==> src/rtl/aip_pkg.sv <==
package aip_pkg;

  localparam int CODE_W  = 21;
  localparam int VALUE_W = 64;
  localparam int COUNT_W = 7;
  localparam int DIGIT_W = 6;

  localparam int MAX_VALUE_BITS = 64;
  localparam int LENGTH_MARGIN  = 10;

  localparam logic [DIGIT_W-1:0] DIGIT_NONE = 6'd36;

  localparam logic [CODE_W-1:0] CHAR_PLUS    = 21'h2B;
  localparam logic [CODE_W-1:0] CHAR_MINUS   = 21'h2D;
  localparam logic [CODE_W-1:0] CHAR_DIGIT_0 = 21'h30;
  localparam logic [CODE_W-1:0] CHAR_DIGIT_9 = 21'h39;
  localparam logic [CODE_W-1:0] CHAR_UPPER_A = 21'h41;
  localparam logic [CODE_W-1:0] CHAR_UPPER_X = 21'h58;
  localparam logic [CODE_W-1:0] CHAR_UPPER_Z = 21'h5A;
  localparam logic [CODE_W-1:0] CHAR_LOWER_A = 21'h61;
  localparam logic [CODE_W-1:0] CHAR_LOWER_X = 21'h78;
  localparam logic [CODE_W-1:0] CHAR_LOWER_Z = 21'h7A;

  localparam logic [1:0] CFG_NUMBER_BASE     = 2'd0;
  localparam logic [1:0] CFG_VALUE_SIZE_CODE = 2'd1;
  localparam logic [1:0] CFG_IS_SIGNED_TYPE  = 2'd2;
  localparam logic [1:0] CFG_DEFAULT_VALUE   = 2'd3;

  localparam logic [DIGIT_W-1:0] RADIX_OCT = 6'd8;
  localparam logic [DIGIT_W-1:0] RADIX_DEC = 6'd10;
  localparam logic [DIGIT_W-1:0] RADIX_HEX = 6'd16;
  localparam logic [DIGIT_W-1:0] RADIX_MAX = 6'd36;
  localparam logic [DIGIT_W-1:0] RADIX_AUTO = 6'd0;

  typedef enum logic [2:0] {
    PH_START,
    PH_SIGNED,
    PH_ZERO,
    PH_AFTER_X,
    PH_DIGITS,
    PH_DONE
  } phase_t;

  typedef struct packed {
    logic               last;
    logic [DIGIT_W-1:0] digit;
    logic               is_sign;
    logic               is_minus;
    logic               is_x;
  } char_item_t;

  typedef struct packed {
    logic [5:0]         number_base;
    logic [1:0]         value_size_code;
    logic               is_signed_type;
    logic [VALUE_W-1:0] default_value;
  } cfg_t;

  function automatic logic [COUNT_W-1:0] type_bits(input logic [1:0] size_code);
    logic [7:0] b;
    b = 8'd8 << size_code;
    for (int i = 0; i < 3; i++) begin
      if (int'(b) > MAX_VALUE_BITS && b > 8'd8) begin
        b = b >> 1;
      end
    end
    return b[COUNT_W-1:0];
  endfunction

endpackage

==> src/rtl/aip_front.sv <==
module aip_front (
  input  logic                      tvalid,
  output logic                      tready,
  input  logic [aip_pkg::CODE_W-1:0] code_unit,
  input  logic                      tlast,
  input  logic                      full,
  output logic                      push,
  output aip_pkg::char_item_t       item
);
  import aip_pkg::*;

  assign tready = !full;
  assign push   = tvalid;

  always_comb begin
    item.last     = tlast;
    item.is_sign  = (code_unit == CHAR_PLUS) || (code_unit == CHAR_MINUS);
    item.is_minus = (code_unit == CHAR_MINUS);
    item.is_x     = (code_unit == CHAR_LOWER_X) || (code_unit == CHAR_UPPER_X);
    if (code_unit inside {[CHAR_DIGIT_0:CHAR_DIGIT_9]}) begin
      item.digit = DIGIT_W'(code_unit - CHAR_DIGIT_0);
    end else if (code_unit inside {[CHAR_LOWER_A:CHAR_LOWER_Z]}) begin
      item.digit = DIGIT_W'(code_unit - CHAR_LOWER_A) + RADIX_DEC;
    end else if (code_unit inside {[CHAR_UPPER_A:CHAR_UPPER_Z]}) begin
      item.digit = DIGIT_W'(code_unit - CHAR_UPPER_A) + RADIX_DEC;
    end else begin
      item.digit = DIGIT_NONE;
    end
  end

endmodule

==> src/rtl/aip_queue.sv <==
module aip_queue (
  input  logic                clk,
  input  logic                rst,
  input  logic                push,
  input  aip_pkg::char_item_t push_item,
  output logic                full,
  input  logic                pop,
  output logic                empty,
  output aip_pkg::char_item_t head
);
  import aip_pkg::*;

  char_item_t entries [2];
  logic       wr_ptr;
  logic       rd_ptr;
  logic [1:0] count;
  logic       do_push;
  logic       do_pop;

  assign full    = (count == 2'd2);
  assign empty   = (count == 2'd0);
  assign do_push = push && !full;
  assign do_pop  = pop && !empty;
  assign head    = entries[rd_ptr];

  always_ff @(posedge clk) begin
    if (rst) begin
      wr_ptr <= 1'b0;
      rd_ptr <= 1'b0;
      count  <= 2'd0;
    end else begin
      if (do_push) begin
        wr_ptr <= !wr_ptr;
      end
      if (do_pop) begin
        rd_ptr <= !rd_ptr;
      end
      count <= count + 2'(do_push) - 2'(do_pop);
    end
  end

  always_ff @(posedge clk) begin
    if (do_push) begin
      entries[wr_ptr] <= push_item;
    end
  end

endmodule

==> src/rtl/aip_back.sv <==
module aip_back (
  input  logic                        clk,
  input  logic                        rst,
  input  aip_pkg::cfg_t               cfg,
  input  logic                        empty,
  input  aip_pkg::char_item_t         head,
  output logic                        pop,
  output logic                        out_valid,
  input  logic                        out_ready,
  output logic [aip_pkg::VALUE_W-1:0] number_value,
  output logic                        parse_ok,
  output logic [aip_pkg::COUNT_W-1:0] consumed_count
);
  import aip_pkg::*;

  logic [VALUE_W-1:0] acc, acc_next;
  logic               overflow, overflow_next;
  logic               neg, neg_next;
  phase_t             phase, phase_next;
  logic [COUNT_W-1:0] taken, taken_next;
  logic [COUNT_W-1:0] accepted, accepted_next;
  logic [DIGIT_W-1:0] radix, radix_next;

  logic               base_ok;
  logic [COUNT_W-1:0] tbits;
  logic [COUNT_W-1:0] taken_inc;
  logic [DIGIT_W-1:0] radix_sel;
  logic               use_digit;
  logic [VALUE_W+6:0] mac;
  logic               out_free;
  logic               char_pop;
  logic               end_pop;
  logic               res_ok;
  logic [VALUE_W-1:0] signed_val;
  logic [VALUE_W-1:0] half;
  logic [VALUE_W-1:0] lim;

  assign base_ok   = (cfg.number_base == RADIX_AUTO) ||
                     (cfg.number_base >= 6'd2 && cfg.number_base <= RADIX_MAX);
  assign tbits     = type_bits(cfg.value_size_code);
  assign taken_inc = taken + 7'd1;
  assign out_free  = !out_valid || out_ready;
  assign pop       = !empty && (!head.last || out_free);
  assign char_pop  = pop && !head.last;
  assign end_pop   = pop && head.last;
  assign mac       = (71'(acc) * 71'(radix_sel)) + 71'(head.digit);

  always_comb begin
    acc_next      = acc;
    overflow_next = overflow;
    neg_next      = neg;
    phase_next    = phase;
    taken_next    = taken;
    accepted_next = accepted;
    radix_next    = radix;
    radix_sel     = radix;
    use_digit     = 1'b0;
    if (end_pop) begin
      acc_next      = '0;
      overflow_next = 1'b0;
      neg_next      = 1'b0;
      phase_next    = PH_START;
      taken_next    = '0;
      accepted_next = '0;
      radix_next    = RADIX_DEC;
    end else if (char_pop && phase != PH_DONE) begin
      if (!base_ok || taken >= tbits + COUNT_W'(LENGTH_MARGIN)) begin
        phase_next = PH_DONE;
      end else begin
        taken_next = taken_inc;
        case (phase)
          PH_START, PH_SIGNED: begin
            if (phase == PH_START && head.is_sign) begin
              neg_next   = head.is_minus;
              phase_next = PH_SIGNED;
            end else if ((cfg.number_base == RADIX_AUTO || cfg.number_base == RADIX_HEX) &&
                         head.digit == '0) begin
              acc_next      = '0;
              phase_next    = PH_ZERO;
              accepted_next = taken_inc;
            end else begin
              radix_sel = (cfg.number_base == RADIX_AUTO) ? RADIX_DEC : cfg.number_base;
              use_digit = 1'b1;
            end
          end
          PH_ZERO: begin
            if (head.is_x) begin
              phase_next = PH_AFTER_X;
            end else begin
              radix_sel = (cfg.number_base == RADIX_AUTO) ? RADIX_OCT : RADIX_HEX;
              use_digit = 1'b1;
            end
          end
          PH_AFTER_X: begin
            radix_sel = RADIX_HEX;
            use_digit = 1'b1;
          end
          default: begin
            use_digit = 1'b1;
          end
        endcase
        if (use_digit) begin
          radix_next = radix_sel;
          if (head.digit < radix_sel) begin
            if (|mac[VALUE_W+6:VALUE_W]) begin
              overflow_next = 1'b1;
            end else begin
              acc_next = mac[VALUE_W-1:0];
            end
            phase_next    = PH_DIGITS;
            accepted_next = taken_inc;
          end else begin
            phase_next = PH_DONE;
          end
        end
      end
    end
  end

  always_comb begin
    signed_val = neg ? (VALUE_W'(0) - acc) : acc;
    half       = VALUE_W'(1) << (tbits - 7'd1);
    lim        = half - VALUE_W'(1) + VALUE_W'(neg);
    res_ok     = base_ok && (accepted != '0) && !overflow;
    if (cfg.is_signed_type) begin
      if (acc > lim) begin
        res_ok = 1'b0;
      end
    end else if (tbits < 7'd64) begin
      if ((signed_val >> tbits) != '0) begin
        res_ok = 1'b0;
      end
    end
  end

  always_ff @(posedge clk) begin
    if (rst) begin
      acc       <= '0;
      overflow  <= 1'b0;
      neg       <= 1'b0;
      phase     <= PH_START;
      taken     <= '0;
      accepted  <= '0;
      radix     <= RADIX_DEC;
      out_valid <= 1'b0;
    end else begin
      acc      <= acc_next;
      overflow <= overflow_next;
      neg      <= neg_next;
      phase    <= phase_next;
      taken    <= taken_next;
      accepted <= accepted_next;
      radix    <= radix_next;
      if (end_pop) begin
        out_valid <= 1'b1;
      end else if (out_ready) begin
        out_valid <= 1'b0;
      end
    end
  end

  always_ff @(posedge clk) begin
    if (end_pop) begin
      number_value   <= res_ok ? signed_val : cfg.default_value;
      parse_ok       <= res_ok;
      consumed_count <= res_ok ? accepted : '0;
    end
  end

endmodule

==> src/rtl/ascii_integer_parser.sv <==
// Channel    Direction  Transaction carries
// s_axis     in         tdata: code_unit [20:0]; tlast: end_of_string
// m_axis     out        tdata: number_value [63:0], consumed_count [70:64]; tuser: parse_ok
// cfg        in         cfg_we, cfg_index, cfg_data (one register per write)
//
// One character is accepted per cycle while the queue is not full; the parser's
// multiply-by-radix and add is combinational, and a two-entry queue sits between
// classifier and parser. A result enters the output register at the edge at which
// the end item leaves the queue, into which every accepted item is first written.
// An output stall holds an end item at the head of the queue; items behind it wait,
// and the input stalls once two items are queued.
// Reset is synchronous and restores the register reset values and an empty string.
module ascii_integer_parser (
  input  logic        clk,
  input  logic        rst,
  input  logic        s_axis_tvalid,
  output logic        s_axis_tready,
  input  logic [23:0] s_axis_tdata,   // code_unit [20:0], zero padding
  input  logic        s_axis_tlast,
  output logic        m_axis_tvalid,
  input  logic        m_axis_tready,
  output logic [71:0] m_axis_tdata,   // number_value [63:0], consumed_count [70:64], zero
  output logic        m_axis_tuser,   // parse_ok
  input  logic        cfg_we,
  input  logic [1:0]  cfg_index,
  input  logic [63:0] cfg_data
);
  import aip_pkg::*;

  cfg_t               cfg;
  logic               q_push;
  logic               q_full;
  logic               q_pop;
  logic               q_empty;
  char_item_t         q_in;
  char_item_t         q_head;
  logic [VALUE_W-1:0] number_value;
  logic [COUNT_W-1:0] consumed_count;

  always_ff @(posedge clk) begin
    if (rst) begin
      cfg.number_base     <= RADIX_DEC;
      cfg.value_size_code <= 2'd2;
      cfg.is_signed_type  <= 1'b1;
      cfg.default_value   <= '0;
    end else if (cfg_we) begin
      case (cfg_index)
        CFG_NUMBER_BASE:     cfg.number_base     <= cfg_data[5:0];
        CFG_VALUE_SIZE_CODE: cfg.value_size_code <= cfg_data[1:0];
        CFG_IS_SIGNED_TYPE:  cfg.is_signed_type  <= cfg_data[0];
        CFG_DEFAULT_VALUE:   cfg.default_value   <= cfg_data;
        default: begin
        end
      endcase
    end
  end

  aip_front u_front (
    .tvalid    (s_axis_tvalid),
    .tready    (s_axis_tready),
    .code_unit (s_axis_tdata[CODE_W-1:0]),
    .tlast     (s_axis_tlast),
    .full      (q_full),
    .push      (q_push),
    .item      (q_in)
  );

  aip_queue u_queue (
    .clk       (clk),
    .rst       (rst),
    .push      (q_push),
    .push_item (q_in),
    .full      (q_full),
    .pop       (q_pop),
    .empty     (q_empty),
    .head      (q_head)
  );

  aip_back u_back (
    .clk            (clk),
    .rst            (rst),
    .cfg            (cfg),
    .empty          (q_empty),
    .head           (q_head),
    .pop            (q_pop),
    .out_valid      (m_axis_tvalid),
    .out_ready      (m_axis_tready),
    .number_value   (number_value),
    .parse_ok       (m_axis_tuser),
    .consumed_count (consumed_count)
  );

  assign m_axis_tdata = {1'b0, consumed_count, number_value};

endmodule
==> config.mk <==
export PLATFORM = sky130hd
export DESIGN_NAME = ascii_integer_parser
export DESIGN_NICKNAME = d
export VERILOG_FILES = /design/src/rtl/aip_pkg.sv /design/src/rtl/aip_front.sv /design/src/rtl/aip_queue.sv /design/src/rtl/aip_back.sv /design/src/rtl/ascii_integer_parser.sv
export SDC_FILE = /design/constraint.sdc
export NUM_CORES = 2
export LEC_CHECK = 0
export BUFFER_PORTS_ARGS = -buffer_cell sky130_fd_sc_hd__buf_2
export CORE_MARGIN = 4
export CORE_UTILIZATION = 45
export CTS_CLUSTER_SIZE = 10
export DETAILED_ROUTE_END_ITERATION = 6
export GPL_TIMING_DRIVEN = 0
export PLACE_DENSITY_LB_ADDON = 0.3
export SYNTH_ARGS = -nofsm -noshare
export SYNTH_HDL_FRONTEND = slang
export SYNTH_SLANG_ARGS = --single-unit
==> constraint.sdc <==
create_clock -name clk -period 26.9 [get_ports clk]
set_clock_uncertainty 0.2 [all_clocks]
set_input_delay 5.38 -clock clk [delete_from_list [all_inputs] [get_ports clk]]
set_output_delay 5.38 -clock clk [all_outputs]
set_load 0.02 [all_outputs]
* Word level (Yosys, flattened, before mapping)
Memory sizes are Yosys's and may differ from the RTL's. A register that Yosys moved wholly into a read port is not among the register bits.
Cells that the tools add are included.
** Storage, ports and cells
- Flip-flop bits (word level) :: 239
- Bits in writable memories :: 20
- Input port bits :: 96
- Logic and storage cells :: 179
- Memories :: 1
** Operators by class
- Add/sub/neg operators :: 14
- Multiply operators :: 1
- $lt $le $gt $ge :: 18
- Equality and inequality tests :: 15
- Shift operators :: 3
- Multiplexer cells :: 55
- Bitwise gates (word level) :: 1
- Reductions and logical operators :: 53
** Memories
- u_queue.entries :: words 2, width 10, read ports 1, clocked after memory_dff 1, wr ports 1, line aip_queue.sv:13 : char_item_t entries [2];
** Operator list (count)
- two-way mux 64 bit :: 8
- two-way mux 6 bit :: 13
- adder 70 x 6 -> 71 bit :: 1
- multiplier 64 x 6 -> 70 bit :: 1
- adder 64 x 1 -> 64 bit :: 1
- greater-than comparator 64 bit :: 1
- nonzero test 64 bit :: 1
- left shift 1 x 7 -> 64 bit (first input constant) :: 1
- right shift 64 x 7 -> 64 bit :: 1
- subtractor 1 x 64 -> 64 bit (first input constant) :: 1
- subtractor 64 x 1 -> 64 bit (second input constant) :: 1
- equality test 21 x 6 -> 1 bit (second input constant) :: 2
- equality test 21 x 7 -> 1 bit (second input constant) :: 2
- >= comparator 21 x 7 -> 1 bit (second input constant) :: 2
- less-or-equal comparator 21 x 7 -> 1 bit (second input constant) :: 2
- two-way mux 7 bit :: 6
- greater-than comparator 8 x 4 -> 1 bit (second input constant) :: 3
- greater-than comparator 8 x 7 -> 1 bit (second input constant) :: 3
- >= comparator 21 x 6 -> 1 bit (second input constant) :: 1
- less-or-equal comparator 21 x 6 -> 1 bit (second input constant) :: 1
- one-hot mux 6 bit (3 select lines) :: 1
- logical AND 1 bit :: 17
- two-way mux 1 bit :: 17
- two-way mux 8 bit :: 2
- other kinds (41) :: 71

* Logic depth before layout (Yosys ltp)
- Depth after elaboration :: 25
- Mapped depth :: 40
- Mapped depth without buffers :: 35

* By module
From an unflattened synthesis, not the netlist that was laid out.
** Unflattened totals
- Cell total of the unflattened synthesis :: 3202
- Area, all modules :: 29746.0 sq um
** Modules (own cells, without submodules)
- aip_back :: times used 1, cells an instance 2750, area each 24970.2 sq um, sequential area each 3963.8 sq um
- ascii_integer_parser :: times used 1, cells an instance 315, area each 3241.9 sq um, sequential area each 1461.4 sq um
- aip_queue :: times used 1, cells an instance 58, area each 953.4 sq um, sequential area each 700.7 sq um
- aip_front :: times used 1, cells an instance 79, area each 580.6 sq um, sequential area each 0.0 sq um

* Least setup slack after synthesis
No wires, ideal clock.
- Path type :: input to register
- Start point :: input port m_axis_tready
- End point :: register u_back.acc[10]
- Setup time :: 0.117 ns
- Data arrival time :: 11.992 ns
- Required time :: 26.583 ns
- Setup slack :: 14.591 ns
- Stages on the path :: 7
- Path buffers :: 2
- Path through :: nor2b_1 -> nor3_1 -> nor2_1 -> and3_1 -> clkbuf_1 -> clkbuf_1 -> a22o_1
** RTL lines
- start, declared :: line ascii_integer_parser.sv:21 : input logic m_axis_tready,
- logical OR 1 bit * :: line aip_back.sv:42 : assign out_free = !out_valid || out_ready;
- logical OR 1 bit * :: line aip_back.sv:43 : assign pop = !empty && (!head.last || out_free);
- logical AND 1 bit * :: line aip_back.sv:43
- logical AND 1 bit * :: line aip_back.sv:45 : assign end_pop = pop && head.last;
- net u_back.end_pop :: line aip_back.sv:32 : logic end_pop;
- two-way mux 6 bit :: line aip_back.sv:58 : if (end_pop) begin
- multiplier 64 x 6 -> 70 bit :: line aip_back.sv:46 : assign mac = (71'(acc) * 71'(radix_sel)) + 71'(head.digit);
- adder 70 x 6 -> 71 bit :: line aip_back.sv:46
- OR reduction 7 bit :: line aip_back.sv:105 : if (|mac[VALUE_W+6:VALUE_W]) begin
- two-way mux 64 bit :: line aip_back.sv:105
- two-way mux 64 bit :: line aip_back.sv:104 : if (head.digit < radix_sel) begin
- two-way mux 64 bit :: line aip_back.sv:102 : if (use_digit) begin
- end signal, assigned :: line aip_back.sv:147 : acc <= acc_next;
- end, declared :: line aip_back.sv:16 : logic [VALUE_W-1:0] acc, acc_next;
The timed path passes the listed nets; every way through them passes the cells marked *.
A chain may end at the register's enable or synchronous reset.

* Worst setup path in the final report
- Start point :: register cfg[66] (netlist name)
- End point :: register u_back.acc[59]
** Between the ends
- Longest elaborated chain between the ends :: 22
** RTL lines
- left shift 4 x 2 -> 8 bit * :: line aip_pkg.sv:61 : b = 8'd8 << size_code;
- greater-than comparator 8 x 7 -> 1 bit or greater-than comparator 8 x 4 -> 1 bit (tied branches) :: line aip_pkg.sv:63 : if (int'(b) > MAX_VALUE_BITS && b > 8'd8) begin
- logical AND 1 bit :: line aip_pkg.sv:63
- two-way mux 8 bit * :: line aip_pkg.sv:63
- greater-than comparator 8 x 7 -> 1 bit or greater-than comparator 8 x 4 -> 1 bit (tied branches) :: line aip_pkg.sv:63
- logical AND 1 bit :: line aip_pkg.sv:63
- two-way mux 8 bit * :: line aip_pkg.sv:63
- greater-than comparator 8 x 7 -> 1 bit or greater-than comparator 8 x 4 -> 1 bit (tied branches) :: line aip_pkg.sv:63
- [... 6 more ...]
- two-way mux 6 bit :: line aip_back.sv:66 : end else if (char_pop && phase != PH_DONE) begin
- two-way mux 6 bit :: line aip_back.sv:58
- multiplier 64 x 6 -> 70 bit :: line aip_back.sv:46
- adder 70 x 6 -> 71 bit :: line aip_back.sv:46
- OR reduction 7 bit :: line aip_back.sv:105
- two-way mux 64 bit :: line aip_back.sv:105
- two-way mux 64 bit :: line aip_back.sv:104
- two-way mux 64 bit :: line aip_back.sv:102
Every way passes the cells marked *; elsewhere a longest branch is shown, timed or not.

==> key figures <==
Routing
  • DRC violations left: 0
  • Routed len/inst: between 20 and 25 µm
  • Vias per std cell: about 6
  • DR pass1 iterations: 6
  • DR vias: around 26000
  • Post-Route WL: between 90000 and 100000 µm
  • Drt initial violations: 2153
  • Routed Antenna Nets: 0

Die
  • Row count: 93
  • Num ports: ~170
  • DIE WIDTH: around 260 µm
  • Area of the die: between 60000 and 70000 µm²
  • Core ar.: 64460 µm²
  • Starting Density: 45.46%
  • Chip height: 263.2 µm

Synthesis
  • Async S/R FF share, synth: 0%
  • Main synth FF type: dfxtp_1
  • Syn_nets: about 4000
  • Syn. warnings: 0
  • Cells after synthesis: between 3000 and 4000
  • Cell Area, Synth: just under 30000 µm²
  • Number of synthesized flops with an enable pin: between 90 and 100
  • Yosys cell types: 79
  • #FFs+latches synth: 260
  • Post-synthesis sequential area ratio: a little over a fifth
  • Syn_area_per_cell: around 9 µm²

Worst setup path
  • WP data required: 27.17 ns
  • Critical path's top delay family: simple AND/OR/NAND/NOR gates
  • Slowest-stage cell, CP: mux2i_1
  • R2R Setup Slk: 12.27 ns
  • Max incr delay on CP: 0.79 ns
  • Crit Path Max Fanout: 10
  • FF-to-FF Start: cfg[66]
  • CP Capture Type: register
  • Crit-path most repeated cell: clkbuf_1
  • Worst setup path category: register to register
  • Buf/Inv on CP: 8
  • CP Launch Type: register
  • Crit. Startpoint: cfg[66]
  • Arr. time, crit path: 14.90 ns

Placement
  • I/O Buffers: 164
  • Final Wtd Congestion: 0.9833
  • Detailed placer's ending HPWL: 79280 µm
  • Cells after DPL: roughly 4300

CTS
  • Inserted Clock Buffers: 30
  • Hold_buf cts: 0
  • CTS tree: built
  • Clock slew at reported path FFs: about 0.060 ns
  • Clk_lat worst skew: a little over 0.6 ns
  • CTS sink cnt: 260
  • Post-CTS Resized: 0
  • H-Tree Depth: 1
  • CTS root buffer: clkbuf_16
  • Clk buf depth: 3
  • Setup bufs post-CTS: 0

Worst hold path
  • Hold path startpoint: cfg[57]
  • Worst hold path type: register to register

Outcome
  • Outcome: complete, no violations

Cells and area
  • Layout net count: between 4000 and 5000
  • Register area: about 6000 µm²
  • Multi-input logic area: approximately 22000 µm²
  • Final std cells w/o fill: around 4400
  • Syn-to-layout area delta: 9.733%
  • Leading cell types in the layout, fill and taps excluded: 306 x nand2_1, 252 x fa_1, 245 x ha_1, 240 x nor2b_1, 235 x clkbuf_1
  • Fill count: 6107
  • Commonest non-fill, non-tap cell in the layout: nand2_1
  • Layout cells sized above 1: about 9.1%

Timing
  • Final period util: between 50% and 60%
  • RSZ-0062 raised after global routing: no
  • Final Hold Viols: 0
  • Max Transition Viols Final: 0
  • Max_slew headroom: approximately 7.6%
  • Worst-Margin Slew: about 1.4 ns
  • F_max: about 68 MHz
  • Final min period: ~15 ns
  • Final setup vio count: 0
  • Setup TNS: 0 ns

Global routing
  • Vias in the first global route: between 20000 and 30000
  • Initial antenna violation count: 0
  • GRT Residual Overflow: 0
  • First-pass GRT wire length: 149000 µm
  • Largest net degree at the start of global routing: 18
  • Global Route Usage Sum: between 20% and 30%

Job
  • Max-cap viol count: 0

Power
  • Worst VDD drop: around 0.043 mV
  • Power Density: about 42 nW/µm²
  • Leak: between 10 and 15 nW
  • Final total power: 1.363 mW
worst min-delay path, cell delays in order, from the launching register on:
cell and delay [ns]:
dfxtp_1 0.31, nand2_1 0.05, a21oi_1 0.05
registers in the layout, summed over array words and instances (netlist names), 6 cells and up, named ones only:
register / count
u_back.acc: 64
u_back.radix: 6
u_back.accepted: 7
u_back.taken: 7
u_queue.entries: 20
u_back.number_value: 64
u_back.consumed_count: 7
cfg: 73
final cells by class:
type	instances	share of cell area, %
Sequential cell	260	19.05
Clock inverter	2	0.1128
Antenna cell	1	0.007781
Multi-Input combinational cell	2682	67.73
Buffer	241	2.968
Tap cell	855	3.326
Clock buffer	51	2.642
Inverter	121	1.412
Timing Repair Buffer	170	2.751
Yosys cell counts (92+ instances only):
cell,instances,share of area [%]
nor2_1,206,2.6
nand2_1,306,3.9
inv_1,118,1.5
clkbuf_1,216,2.8
edfxtp_1,92,9.4
and2_1,139,3.0
nor2b_1,240,5.1
a21oi_1,229,3.9
ha_1,245,10
xnor2_1,106,3.2
o21ai_0,116,2.0
dfxtp_1,168,11
fa_1,252,17
final timing paths:
kind | to | cells past startpoint
setup / recovery | u_back.acc[59] | 36
hold / removal | cfg[57] | 2
setup reg to reg | u_back.acc[59] | 36
hold reg to reg | cfg[57] | 2
logic make-up (layout without fill, tap and decap cells):
kind of cell | after synthesis | count (layout) | synth area share, %
AOI/OAI and AO/OA | 688 | 688 | 15.47
xor gates and xnor gates | 149 | 149 | 4.453
adders and majority gates | 497 | 497 | 27.67
buffers and inverters | 362 | 585 | 4.807
DFF | 260 | 260 | 20.90
muxes | 103 | 103 | 4.397
other | 1 | 2 | 0.01280
and+or+nand+nor | 1244 | 1244 | 22.28
per-stage QoR:
stage	setup slack [ns]	area (µm²)	hold slack, ns	util (%)
after floorplan	14.59	29310	0.2329	-
after global placement	10.58	31200	0.2414	48.40
after detailed placement	12.81	31270	0.2462	48.51
after CTS	12.70	32160	0.2543	49.89
after global routing	11.77	32160	0.2652	49.89
final	12.27	32160	0.2548	49.89
power breakdown:
part           total [mW]  switching [mW]  internal (mW)
registers           0.481          0.0185          0.463
logic               0.505           0.349          0.157
clock network       0.377           0.164          0.213
total                1.36           0.531          0.832
per-layer routing:
metal / up-vias / GRT usage [%] / wire length (µm)
met5: - / 0 / 0
met4: 0 / 11.05 / 4643
met3: 198 / 5.355 / 8535
met2: 1175 / 43.34 / 43340
met1: 12530 / 35.75 / 40170
li1: 11970 / - / -
No activity file was read; power rests on OpenSTA's default activity.
